### config.mk
export PLATFORM = sky130hd
export DESIGN_NAME = brsc_ctrl
export DESIGN_NICKNAME = d
export VERILOG_FILES = /design/src/design/brsc_pkg.sv /design/src/design/brsc_ctrl.sv
export SDC_FILE = /design/constraint.sdc
export NUM_CORES = 1
export LEC_CHECK = 0
export BUFFER_PORTS_ARGS = -buffer_cell sky130_fd_sc_hd__buf_2
export CORE_AREA = 4 4 41 43
export CTS_BUF_LIST = sky130_fd_sc_hd__clkbuf_8
export CTS_CLUSTER_SIZE = 8
export DETAILED_ROUTE_END_ITERATION = 7
export DIE_AREA = 0 0 45 47
export PLACE_DENSITY_LB_ADDON = 0.25
export SLEW_MARGIN = 15
export SYNTH_ARGS = -nofsm -noshare
export SYNTH_HDL_FRONTEND = slang
export SYNTH_SLANG_ARGS = --single-unit
### constraint.sdc
create_clock -name clk_i -period 1.8 [get_ports clk_i]
set_input_delay 0.18 -clock clk_i [delete_from_list [all_inputs] [get_ports clk_i]]
set_output_delay 0.18 -clock clk_i [all_outputs]
set_load 0.05 [all_outputs]
### src/design/brsc_pkg.sv
// Shared types, codes and defaults of the banker's request safety check unit.
package brsc_pkg;

  localparam int unsigned DEF_MAX_PROCESSES = 16;
  localparam int unsigned DEF_MAX_RESOURCES = 16;
  localparam int unsigned DEF_COUNT_BITS    = 8;

  localparam int unsigned CFG_IDX_BITS  = 4;
  localparam int unsigned CFG_DATA_BITS = 8;
  localparam int unsigned CFG_REG_BITS  = 5;
  localparam logic [CFG_REG_BITS-1:0] CFG_REG_RESET = 5'd16;

  localparam logic [CFG_IDX_BITS-1:0] CFG_PROCESS_COUNT  = 4'd0;
  localparam logic [CFG_IDX_BITS-1:0] CFG_RESOURCE_COUNT = 4'd1;

  typedef enum logic [2:0] {
    CMD_SET_AVAIL  = 3'd0,
    CMD_SET_MAX    = 3'd1,
    CMD_SET_ALLOC  = 3'd2,
    CMD_STAGE      = 3'd3,
    CMD_EVAL       = 3'd4,
    CMD_READ_AVAIL = 3'd5
  } cmd_e;

  typedef enum logic [1:0] {
    RS_DONE        = 2'd0,
    RS_NOT_ALLOWED = 2'd1,
    RS_SAFE        = 2'd2,
    RS_UNSAFE      = 2'd3
  } status_e;

  typedef enum logic [2:0] {
    S_IDLE,
    S_GRANT_RD,
    S_GRANT_AP,
    S_SCAN_RD,
    S_SCAN_CMP,
    S_APPLY,
    S_RESULT
  } fsm_e;

  typedef struct packed {
    logic [2:0] cmd;
    logic [3:0] proc;
    logic [3:0] res;
    logic [7:0] value;
    logic       commit;
  } in_item_t;

  typedef struct packed {
    logic load;
    logic grant_rd;
    logic grant_ap;
    logic scan_rd;
    logic scan_cmp;
    logic apply;
    logic out_load;
  } ctrl_cmd_t;

  typedef struct packed {
    logic eval_go;
    logic idx_end;
    logic idx_fin;
    logic fit;
    logic last_round;
    logic out_free;
  } dp_sts_t;

endpackage

### src/design/brsc_ctrl.sv
// Controller state machine sequencing table loads, the grant and the safety walk.
module brsc_ctrl (
  input  logic                clk_i,
  input  logic                rst_ni,
  input  logic                in_valid_i,
  output logic                in_ready_o,
  input  brsc_pkg::dp_sts_t   sts_i,
  output brsc_pkg::ctrl_cmd_t cmd_o
);
  import brsc_pkg::*;

  fsm_e state_q, state_d;

  always_ff @(posedge clk_i or negedge rst_ni) begin
    if (!rst_ni) begin
      state_q <= S_IDLE;
    end else begin
      state_q <= state_d;
    end
  end

  always_comb begin
    state_d = state_q;
    unique case (state_q)
      S_IDLE: begin
        if (in_valid_i) begin
          state_d = sts_i.eval_go ? S_GRANT_RD : S_RESULT;
        end
      end
      S_GRANT_RD: state_d = S_GRANT_AP;
      S_GRANT_AP: state_d = S_SCAN_RD;
      S_SCAN_RD: begin
        if (sts_i.idx_end) begin
          state_d = S_APPLY;
        end else if (!sts_i.idx_fin) begin
          state_d = S_SCAN_CMP;
        end
      end
      S_SCAN_CMP: state_d = (sts_i.fit && sts_i.last_round) ? S_APPLY : S_SCAN_RD;
      S_APPLY:    state_d = S_RESULT;
      S_RESULT: begin
        if (sts_i.out_free) begin
          state_d = S_IDLE;
        end
      end
      default:    state_d = S_IDLE;
    endcase
  end

  always_comb begin
    cmd_o      = '0;
    in_ready_o = 1'b0;
    unique case (state_q)
      S_IDLE: begin
        in_ready_o = 1'b1;
        cmd_o.load = in_valid_i;
      end
      S_GRANT_RD: cmd_o.grant_rd = 1'b1;
      S_GRANT_AP: cmd_o.grant_ap = 1'b1;
      S_SCAN_RD:  cmd_o.scan_rd  = 1'b1;
      S_SCAN_CMP: cmd_o.scan_cmp = 1'b1;
      S_APPLY:    cmd_o.apply    = 1'b1;
      S_RESULT:   cmd_o.out_load = sts_i.out_free;
      default:    cmd_o          = '0;
    endcase
  end

endmodule

==> summary.md, run 1 <==
The flow ran to the end, and the final reports show no timing, DRC or antenna violations. The share of Yosys cell area claimed by the top area cell type was 0.265; the clock skew was 4.69 ps. The count of filler cells inserted in the layout was 153; the number of standard-cell rows in the floorplan was 13. In this run the worst setup path terminates at cmd_o[1]. The tools report the data arrival time of the critical path as 1410 ps.

In this design, the largest share of critical-path delay is due to flip-flops. The critical path is of the reg -> out type. The CTS H-tree depth was 1; the number of buffers added on ports was 16. The tools report the detailed-routing iteration count for the pre-antenna-repair pass as 4.

The worst-case register-to-register setup slack was 350 ps. The leakage component of the power is 0.223 nW, and the initial antenna violation count is 0. The net count of the finished layout is 64. Post-synthesis share of cell area spent on xor and xnor gates: 0. The routed wirelength normalized by instance count was 11.2 um; the worst-case vdd ir drop was 0.000505 V. From bottom edge to top edge, the die measures 47 um. The core region is 0.00130 mm2.

Across the whole layout, storage elements account for 76.3 um2. The run gives 319 as the via count of the first global-routing pass. After synthesis, the most frequently instantiated cells are nand2_1 (5), buf_2 (3), dfrtp_1 (3), nor3_1 (3).

The number of buffers and inverters on the critical path is 2. The multiplexer share of the synthesized area works out to 0. Summing all multi-input logic gate instances after layout gives 204 um2.

The total of max-cap violations was 0; the maximum number of pins on one net before global-route repair was 17. The logs give 772 um for the final wirelength and 630 MHz for the timing-limited maximum frequency. The critical path starts at state_q[1]. Setup violations remaining at the end of the flow were counted as 0. The tools report the tightest slew margin relative to the limit as 0.690. Yosys instantiated no cell more often than nand2_1. Counting buffers and inverters, the worst setup path is 3 cells deep.

The run gives 1620 ps as the data required time at the worst endpoint. In this run the deepest clock path goes through 2 buffers. The async set-reset flop share out of synthesis is 1.00, and the synthesized area per cell is 7.85 um2. The peak fanout along the critical path works out to 16. The tools report the number of unique standard cell types used by synthesis as 23. Number of DRC markers in iteration 0: 7. The post-synthesis compound-gate area fraction came out at 0.288.

After synthesis, the cell types taking the most area are dfrtp_1 (27%), nand2_1 (6.6%), buf_2 (5.3%), nor3_1 (5.3%), and2_1 (4.4%). The detail route stage leaves a number of antenna-violating nets equal to 0. The starting density of the core is 0.217, and the net count of the mapped netlist is 45.

The first-pass GRT wire length was 1390 um. Relative to the synthesized area, the layout overhead comes to 54.9%. The post-route clock period utilization is 0.881.

The area share of fa/ha/maj cells after synthesis was 0. The most instantiated flip-flop cell in the synthesis netlist was dfrtp_1. The master of the slowest instance on the critical path was dfrtp_1. After synthesis, the largest family of logic cells by area is simple AND/OR/NAND/NOR gates. After clock tree synthesis, the clock-pin slew on the worst setup and hold paths is 30 ps. Yosys printed 0 warnings. Dividing the detail-routed via count by the number of cells gives 5.00.

The logs give 594 um for the HPWL after detailed placement and 0 for the count of buffers added by post-CTS timing repair for setup. In this run the critical register-to-register path is launched from state_q[1]. Setup repair after global routing left no endpoint under its margin.

Traced cell by cell, the critical path runs through inv_1, and3_1, buf_2. The run gives 214 ps as the worst setup margin. The largest registers in the layout are state_q (3). The overall power consumption came out at 916 uW.

Of all cell types, the one taking the most synthesized area is dfrtp_1. On the worst path, the slowest cell contributes a delay of 620 ps. The fraction of final layout cells with drive strength greater than 1 was 0.444. Destination of the worst register-to-register timing path: state_q[0]. The routed layout has 345 vias. For the area of the die, the log shows 0.00212 mm2. The number of top-level design ports came out at 17.

For this run the aggregate overflow at the end of global routing stands at 0. The synthesized netlist occupies a cell area of 283 um2. The die is 45 um wide.

Clock tree synthesis found a total of 3 sinks. The sequential-to-total area share from yosys stat came out at 0.265. After technology mapping, the gate count stands at 36.

For the final estimated routing congestion in global placement, the log shows 0.766. The slew at the pin closest to its max-slew limit works out to 465 ps. Synthesis-stage register bit count: 3. Aggregate global-route resource usage: 0.0910. The worst setup path is captured at a primary output. The logs give 0 for the max-slew violation count and 3 for the CTS buffer count. The run gives 0 as the number of design rule violations left after detail routing. TritonCTS built the clock tree.

The share of synthesized cell area in and, or, nand and nor gates works out to 0.381. The register with the most flip-flops in the final layout is state_q. The time the worst path needs with I/O delays and setup is 1590 ps. The tools report the post-placement setup slack as 343 ps. The insertion delay of the later-clocked pin in the worst-skew pair was 210 ps.

The count of cells along the worst register-to-register path works out to 3. Counting flops with a built-in enable in the synthesized netlist gives 0. STA classifies the critical path startpoint as a register.

Final hold violation count: 0. The root buffer cell chosen for the clock tree is clkbuf_8. In this run the power density over the cells is 2090 mW/mm2.

The path class of the tightest hold or removal check is in -> reg. The run gives 0 as the number of inserted diodes. The register with the most flip-flops in the layout has 3 of them.
-- worst min-delay path by stage --
stage | from | endpoint | slack, ps | cells past startpoint
floorplan | rst_ni | state_q[0] | -120 | 0
global placement | rst_ni | state_q[1] | -20 | 1
detailed placement | rst_ni | state_q[1] | -20 | 1
CTS | sts_i[0] | state_q[2] | 190 | 2
global route | sts_i[0] | state_q[2] | 210 | 2
finish | sts_i[0] | state_q[2] | 190 | 2
-- metrics by stage --
stage	TNS, ps	std cells	util	cell area, um2	hold slack (ps)
6_report	0	69	0.337	438	188
5_1_grt	0	69	0.337	438	210
4_1_cts	0	69	0.336	437	193
3_5_place_dp	0	64	0.293	382	-21.7
3_3_place_gp	0	64	0.293	382	-21.9
2_1_floorplan	-39.3	36	-	298	-116
-- routing by layer --
metal / part of all wire / global-route usage
met1: 0.42 / 0.110
met2: 0.51 / 0.144
met3: 0.061 / 0.0268
met4: 0 / 0.0526
met5: 0 / 0
-- cell type report --
type | instances | area share
Multi-Input combinational cell | 29 | 0.466
Clock buffer | 3 | 0.0943
Inverter | 1 | 0.00857
Clock inverter | 1 | 0.00857
Tap cell | 15 | 0.0429
Sequential cell | 3 | 0.174
Timing Repair Buffer | 17 | 0.206
-- worst reg2reg max path, delay by kind of cell, from the launching register on --
kind	cells	cell delay [ps]
AO/OA/AOI/OAI	2	220
AND/OR/NAND/NOR	1	560
flip-flops	1	530
-- cell families after synthesis --
family          after synthesis
buf+inv                       4
flops                         3
simple gates                 19
compound gates               10
-- repair_timing --
| item | 4_1_cts | 5_1_grt |
|---|---|---|
| gates resized for setup | 0 | 1 |
| endpoints found under the setup margin | 0 | 1 |
| hold endpoints to repair | 3 | 0 |
| hold buffers | 1 | 0 |
-- cell usage in the layout (no fill, tap or decap), drive strengths merged, types with 2 or more instances in the layout --
| cell type | netlist | routed |
|---|---|---|
| and2 | 2 | 2 |
| and3 | 2 | 2 |
| buf | 3 | 16 |
| clkbuf | 0 | 3 |
| dfrtp | 3 | 3 |
| inv | 1 | 2 |
| nand2 | 5 | 5 |
| nand2b | 2 | 2 |
| nor3 | 3 | 3 |
-- report_power, final --
group	switching (mW)	total, mW	internal [mW]	leakage [nW]
clock	0.0422	0.187	0.145	0.0269
sequential	0.118	0.220	0.102	0.0347
combinational	0.336	0.509	0.173	0.161
No activity file was read; power rests on OpenSTA's default activity.
==> run 2, diff against run 1 <==
--- a/config.mk
+++ b/config.mk
@@ -5,6 +5,7 @@
 export SDC_FILE = /design/constraint.sdc
 export NUM_CORES = 1
 export LEC_CHECK = 0
+export ABC_AREA = 1
 export BUFFER_PORTS_ARGS = -buffer_cell sky130_fd_sc_hd__buf_2
 export CORE_AREA = 4 4 41 43
 export CTS_BUF_LIST = sky130_fd_sc_hd__clkbuf_8
==> run 2 against run 1 <==
Net effect: final area increased by 7.4%; synthesized cell count grew 53%; total power increased by 6.6%; first-iteration DRC count fell by 71%; via count up 8.7%; clock power hardly changed; critical path depth increased by 1.
==> summary.md, run 2 <==
Commonest non-fill, non-tap cell in the layout: buf_2. The average instance in the mapped netlist occupies 5.89 um2. The post-synthesis share of cell area spent on xor and xnor gates was 0; the HPWL after detailed placement was 641 um. Power spread over the standard cell area amounts to 2080 mW/mm2. The overall power consumption is 977 uW, and the portion of total power attributed to combinational logic is 0.634. The signal on the critical path passes through nor2_2, nand2_1, nor2_1, buf_2. The aggregate global-route resource usage was 0.0815. Initial antenna violation count: 0. TritonCTS built the clock tree.

The internal portion of the total power is 411 uW. The share of power burned in the clock network is 0.191, and the peak fanout along the critical path is 7. CTS H-tree depth: 1. Summing all placed instances gives a cell area of 415 um2. In this run, placement finished with an instance count of 85. On the final layout, the worst clock skew is 3.50 ps. Setup repair after global routing left no endpoint under its margin. The run gives 0 as the max-slew violation count.

The async set-reset flop share out of synthesis is 1.00. The number of buffers between clock root and the deepest sink was 2. The analysis attributes to net switching a power of 566 uW. The overflow left after global routing was 0. The count of buffers added by post-CTS timing repair for setup was 0. The time the worst path needs with I/O delays and setup came out at 1570 ps. The tools report the final estimated routing congestion in global placement as 0.706. The finished layout holds 90 standard cells, fillers aside.

The flow ran to the end, and the final reports show no timing, DRC or antenna violations. Fraction of final layout cells with drive strength greater than 1: 0.387. The first TritonRoute pass finished after 2 iterations.

The most common cell in the netlist was nand2_1. The count of filler cells inserted in the layout was 168. STA classifies the critical path endpoint as a primary output. For the pin with the worst max-slew slack, the measured transition is 333 ps. The total clock sinks was 3.

The tools report the number of standard-cell rows in the floorplan as 13. Master of the slowest instance on the critical path: dfrtp_1. The height of the die is 47 um, and the delay of the slowest critical-path stage is 440 ps.

The number of enable-type register cells in the synthesized netlist is 0. The share of synthesized cell area in and, or, nand and nor gates was 0.564; the sequential-to-total area share from yosys stat was 0.232. In the layout the commonest cells are buf_2 (16), inv_1 (12), nand2_1 (12), nand3_1 (9), nor2_1 (5).

The repair_antennas step left the layout with diodes totalling 0. In this run the remaining antenna-violating nets after routing total 0. Post-CTS repair changed the size of 0 cells. The tools report the leakage component of the power as 0.306 nW. The startpoint identified for the worst hold timing path is sts_i[0].

Of all cell types, the one taking the most synthesized area is dfrtp_1. Register with the most flip-flops: state_q. The area growth from synthesis to final layout was 45.2%. Post-route core utilization: 0.362.

Routed wirelength normalized by instance count: 8.26 um. The library cell used as clock root buffer was clkbuf_8. The final instance area is 470 um2, and the final hold violation count is 0. Net count of the mapped netlist: 64. The maximum number of pins on one net before global-route repair came out at 10. The data required time at the worst endpoint was 1620 ps. The setup check on the worst reg-to-reg path leaves a slack of 610 ps.

The worst-case vdd ir drop is 0.000727 V. The tool flagged a number of max-cap violations equal to 0. STA classifies the critical path startpoint as a register.

Counting flops and latches in the post-synthesis netlist gives 3. The worst hold path passes through 4 cells. The number of buffers added on ports works out to 16. The detailed router placed 375 vias in this run.

For the final routed database, the setup TNS stands at 0 ps. The CTS buffer count was 3. The via count of the first global-routing pass was 331. The post-route clock period utilization is 0.871. The tools report the insertion delay of the later-clocked pin in the worst-skew pair as 210 ps.

The final wirelength was 743 um; the multiplexer share of the synthesized area was 0. The starting density of the core is 0.249, and the share of Yosys cell area claimed by the top area cell type is 0.232. Worst reg2reg path startpoint: state_q[2]. The die span in x was 45 um; the data arrival time of the critical path was 1390 ps. The number of cells on the worst reg-to-reg path is 5.

In the final design database the tool counted 85 nets. The most instantiated flip-flop cell in the synthesis netlist is dfrtp_1. After the first detailed-routing iteration, the DRC count stood at 2.

The floorplan step defined a die boundary enclosing 0.00212 mm2. Among cell families on the critical path, the largest total delay comes from simple AND/OR/NAND/NOR gates. Timing-limited maximum frequency: 638 MHz. In the routed layout, each cell is associated on average with a via count of 4.17.

Number of unique standard cell types used by synthesis: 14. Counting instances in the post-synthesis netlist gives the leading cell types as nand2_1 (12), inv_1 (11), nand3_1 (9), nor2_1 (5). The area of the placeable core is 0.00130 mm2, and the first-pass GRT wire length is 1240 um. In the final layout, the registers with the most flip-flops are state_q (3). The min-delay analysis places its worst path in the category in -> reg.

For the number of design rule violations left after detail routing, the log shows 0. The register with the most flip-flops in the layout has 3 of them. Setup violations remaining at the end of the flow were counted as 0.

The worst min-delay path endpoint is state_q[2]. The tools report the instance count of the mapped netlist as 55. Clock-pin slew was measured on the worst setup and hold paths at 30 ps. During I/O placement, the number of pins put on the boundary was 17. The share of total power consumed by net switching was 0.579.

For this run, the number of Yosys warnings is 0. Summing every instance area after synthesis gives 324 um2. Post-synthesis compound-gate area fraction: 0.0309. The tightest slew margin relative to the limit is 0.778. The type of the worst setup path is reg -> out. The buffers plus inverters on the worst setup path is 1. Ranked by total cell area, the synthesized netlist is headed by dfrtp_1 (23%), nand3_1 (14%), nand2_1 (14%), inv_1 (13%), nand2_2 (5.8%).

In this run the critical register-to-register path is captured at state_q[1]. The area share of fa/ha/maj cells after synthesis was 0. Number of hold-repair buffers added at the cts stage: 1. The tools report the part of the total power dissipated in sequential elements as 0.175. The largest family of logic cells by synthesized area is simple AND/OR/NAND/NOR gates.
-- run 2: changes by cell type in the layout (fill, tap and decap cells not counted), moves of 3 or more --
cell	before	now
nand2_2	0	3
nor2_1	0	5
nor2_2	0	3
inv_1	2	12
nand2_1	5	12
nand3_1	0	9
-- run 2: per-layer routing --
metal / track usage / up-vias / routed length, um / part of all wire
li1: - / 206 / - / -
met3: 0.0345 / 0 / 32 / 0.043
met5: 0 / - / 0 / 0
met2: 0.138 / 8 / 402 / 0.54
met4: 0.0351 / 0 / 0 / 0
met1: 0.0890 / 161 / 309 / 0.42
-- run 2: cell families after synthesis --
logic type,count (synthesis)
AO/OA/AOI/OAI,2
buffers and inverters,14
flip-flops,3
AND/OR/NAND/NOR,36
-- run 2: layout make-up --
class	count	area [um2]	area share
Tap cell	15	18.8	0.0399
Timing Repair Buffer	17	90.1	0.191
Clock buffer	3	41.3	0.0878
Inverter	13	48.8	0.104
Clock inverter	1	3.75	0.00798
Sequential cell	3	75.1	0.160
Multi-Input combinational cell	38	193	0.410
-- run 2: metrics by stage --
| stage | setup WS [ps] | hold slack, ps |
|---|---|---|
| 5_1_grt | 181 | 274 |
| 2_1_floorplan | 207 | -116 |
| 6_report | 233 | 243 |
| 3_3_place_gp | 481 | -22.4 |
| 3_5_place_dp | 456 | -23.4 |
| 4_1_cts | 227 | 247 |
-- run 2: worst max-delay path by stage --
stage | start | end | slack [ps] | cells after the start
3_3_place_gp | state_q[0] | cmd_o[6] | 480 | 4
4_1_cts | state_q[0] | cmd_o[6] | 230 | 4
2_1_floorplan | state_q[0] | cmd_o[6] | 210 | 3
3_5_place_dp | state_q[0] | cmd_o[6] | 460 | 4
6_report | state_q[0] | cmd_o[6] | 230 | 4
5_1_grt | state_q[0] | cmd_o[6] | 180 | 4
-- run 2: worst register-to-register path, delay by kind of cell (launching register included) --
family           cells  cell delay [ps]
AND/OR/NAND/NOR      5              540
flip-flops           1              530
-- run 2: power by group through the flow --
stage          clock [mW]  sequential [mW]  combinational (mW)
2_1_floorplan           0            0.140               0.536
3_3_place_gp            0            0.173               0.626
3_5_place_dp            0            0.171               0.625
4_1_cts             0.191            0.171               0.628
5_1_grt             0.199            0.177               0.685
6_report            0.187            0.171               0.619
==> run 3, diff against run 2 <==
--- a/config.mk
+++ b/config.mk
@@ -5,15 +5,16 @@
 export SDC_FILE = /design/constraint.sdc
 export NUM_CORES = 1
 export LEC_CHECK = 0
-export ABC_AREA = 1
 export BUFFER_PORTS_ARGS = -buffer_cell sky130_fd_sc_hd__buf_2
+export CELL_PAD_IN_SITES_DETAIL_PLACEMENT = 1
+export CELL_PAD_IN_SITES_GLOBAL_PLACEMENT = 2
 export CORE_AREA = 4 4 41 43
 export CTS_BUF_LIST = sky130_fd_sc_hd__clkbuf_8
 export CTS_CLUSTER_SIZE = 8
 export DETAILED_ROUTE_END_ITERATION = 7
 export DIE_AREA = 0 0 45 47
 export PLACE_DENSITY_LB_ADDON = 0.25
-export SLEW_MARGIN = 15
+export SLEW_MARGIN = 40
 export SYNTH_ARGS = -nofsm -noshare
 export SYNTH_HDL_FRONTEND = slang
 export SYNTH_SLANG_ARGS = --single-unit
==> run 3 against run 2 <==
Net effect: global-route usage up 1.3 points; die area unchanged; register-to-register slack worse by 260 ps.
==> summary.md, run 3 (same netlist as run 1, synthesis figures left out) <==
The run finished with clean final reports. The count of filler cells inserted in the layout was 166; the via count of the first global-routing pass was 332. The core region is 0.00130 mm2.

At the pin with the least slew margin, the transition time is 479 ps. Setup repair after global routing left no endpoint under its margin. The tightest slew margin relative to the limit came out at 0.680. The worst setup path is of the reg -> out kind. The run gives 0 as the number of design rule violations left after detail routing. The tools report the total clock sinks as 3. TritonCTS built the clock tree.

CTS placed an instance of clkbuf_8 at the clock tree root. The number of top-level design ports is 17, and the number of inserted diodes is 0. Along the worst path, the maximum fanout reaches 16. For this run, the slowest stage of the critical path takes 630 ps. In the final layout, the registers with the most flip-flops are state_q (3). The master of the slowest instance on the critical path was dfrtp_1. After the first detailed-routing iteration, the DRC count stood at 7.

The register with the most flip-flops in the layout has 3 of them. The max-slew violation count was 0. The area of the die is 0.00212 mm2, and the via total after detailed routing is 345. The count of endpoints failing setup in the final report is 0. The post-route clock period utilization is 0.896.

The total power divided by cell area came out at 2130 mW/mm2. Buffers inserted during clock tree synthesis total 3. The routed design has 935 um of wire. The first-pass GRT wire length was 1480 um.

Leaving out fill and tap cells, the most frequent cell in the layout is buf_2. The analysis attributes to cell leakage a power of 0.223 nW. The height of the die is 47 um.

On the final layout, the worst clock skew is 1.39 ps. The register with the most flip-flops is state_q. For the detailed-routing iteration count for the pre-antenna-repair pass, the log shows 4. Clock-pin slew was measured on the worst setup and hold paths at 30 ps. The net count of the finished layout is 64. Using the TritonRoute via totals, the vias-per-cell ratio works out to 5.00.

The initial antenna violation count is 0. Routed wirelength normalized by instance count: 13.6 um. STA puts the critical path data arrival time at 1430 ps. From left edge to right edge, the die measures 45 um. At the end of routability-driven placement, the weighted congestion stood at 0.709. In the layout the commonest cells are buf_2 (16), nand2_1 (5), clkbuf_8 (3). The critical path launch point type is a register. Number of buffers between clock root and the deepest sink: 2. The final-layout worst hold slack was 206 ps; the time the worst path needs with I/O delays and setup was 1610 ps. The signal on the critical path passes through inv_1, and3_1, buf_2. The later pin in the worst-skew pair is clocked with a latency of 210 ps. For this run the aggregate overflow at the end of global routing stands at 0. Together, buffers and inverters on the worst path number 2. At the worst endpoint, the required time is 1620 ps. Post-detailed-route count of antenna-violating nets: 0.

For the CTS H-tree depth, the log shows 1. The overall power consumption is 931 uW. From synthesis to final layout, the design area changed by 54.9%. Starting density of the core: 0.217. Entering global routing, the biggest net connects 17 pins. For the worst-case vdd ir drop, the log shows 0.000646 V. The run gives 706 um as the HPWL after detailed placement. The floorplan has 13 rows. STA classifies the critical path endpoint as a primary output. The path class of the tightest hold or removal check is in -> reg. The tool flagged a number of max-cap violations equal to 0. The final hold violation count was 0. The tools report the timing-limited maximum frequency as 620 MHz. The tools report the aggregate global-route resource usage as 0.0941. The top cell family by delay on the critical path is flip-flops. The fraction of final layout cells with drive strength greater than 1 is 0.444, and the number of buffers added on ports is 16.
## run 3: changes by cell type in the layout (fill, tap and decap cells not counted), sizes merged, moves of 2 or more
| cell | previous run | this run |
|---|---|---|
| inv | 14 | 2 |
| nand2 | 15 | 5 |
| nand3 | 10 | 0 |
| nor2 | 9 | 0 |
| nor3 | 0 | 3 |
| and2 | 0 | 2 |
| and3 | 0 | 2 |
| nand2b | 0 | 2 |
| nand3b | 2 | 0 |
## run 3: repair_timing
action                     CTS  global route
setup buffers                0             0
resized for setup            0             1
hold endpoints to repair     3             0
hold buffers                 1             0
setup endpoints to repair    0             1
## run 3: per-layer routing
layer | share of wire | up-vias | global-route usage
li1 | - | 173 | -
met1 | 0.45 | 158 | 0.119
met2 | 0.48 | 14 | 0.167
met3 | 0.070 | 0 | 0.00766
met4 | 0 | 0 | 0.0351
met5 | 0 | - | 0
## run 3: layout make-up
cell class                 instances  area (um2)  area share
multi-input combinational         29         204       0.466
inverter                           1        3.75     0.00857
clock buffer                       3        41.3      0.0943
timing repair buffer              17        90.1       0.206
clock inverter                     1        3.75     0.00857
tap                               15        18.8      0.0429
sequential                         3        76.3       0.174
## run 3: power by group
group          leakage, nW  switching, mW  internal (mW)
Sequential          0.0347          0.125          0.102
Clock               0.0269         0.0435          0.145
Combinational        0.161          0.343          0.173
## run 3: final timing paths
kind	startpoint	cells after the start	slack, ps	end
hold reg to reg	state_q[2]	1	650	state_q[1]
min in group asynchronous	rst_ni	2	290	state_q[2]
setup / recovery	state_q[1]	3	190	cmd_o[1]
hold / removal	sts_i[0]	2	210	state_q[2]
max in group asynchronous	rst_ni	2	1390	state_q[2]
setup reg to reg	state_q[0]	3	350	state_q[2]
## run 3: metrics by stage
stage                     cell area (um2)  setup WS (ps)  cells  setup TNS, ps   util
after floorplan                       298          -39.3     36          -39.3      -
after global placement                382            379     64              0  0.293
after detailed placement              382            328     64              0  0.293
after CTS                             437           92.6     69              0  0.336
after global routing                  438           77.3     69              0  0.337
final                                 438            187     69              0  0.337
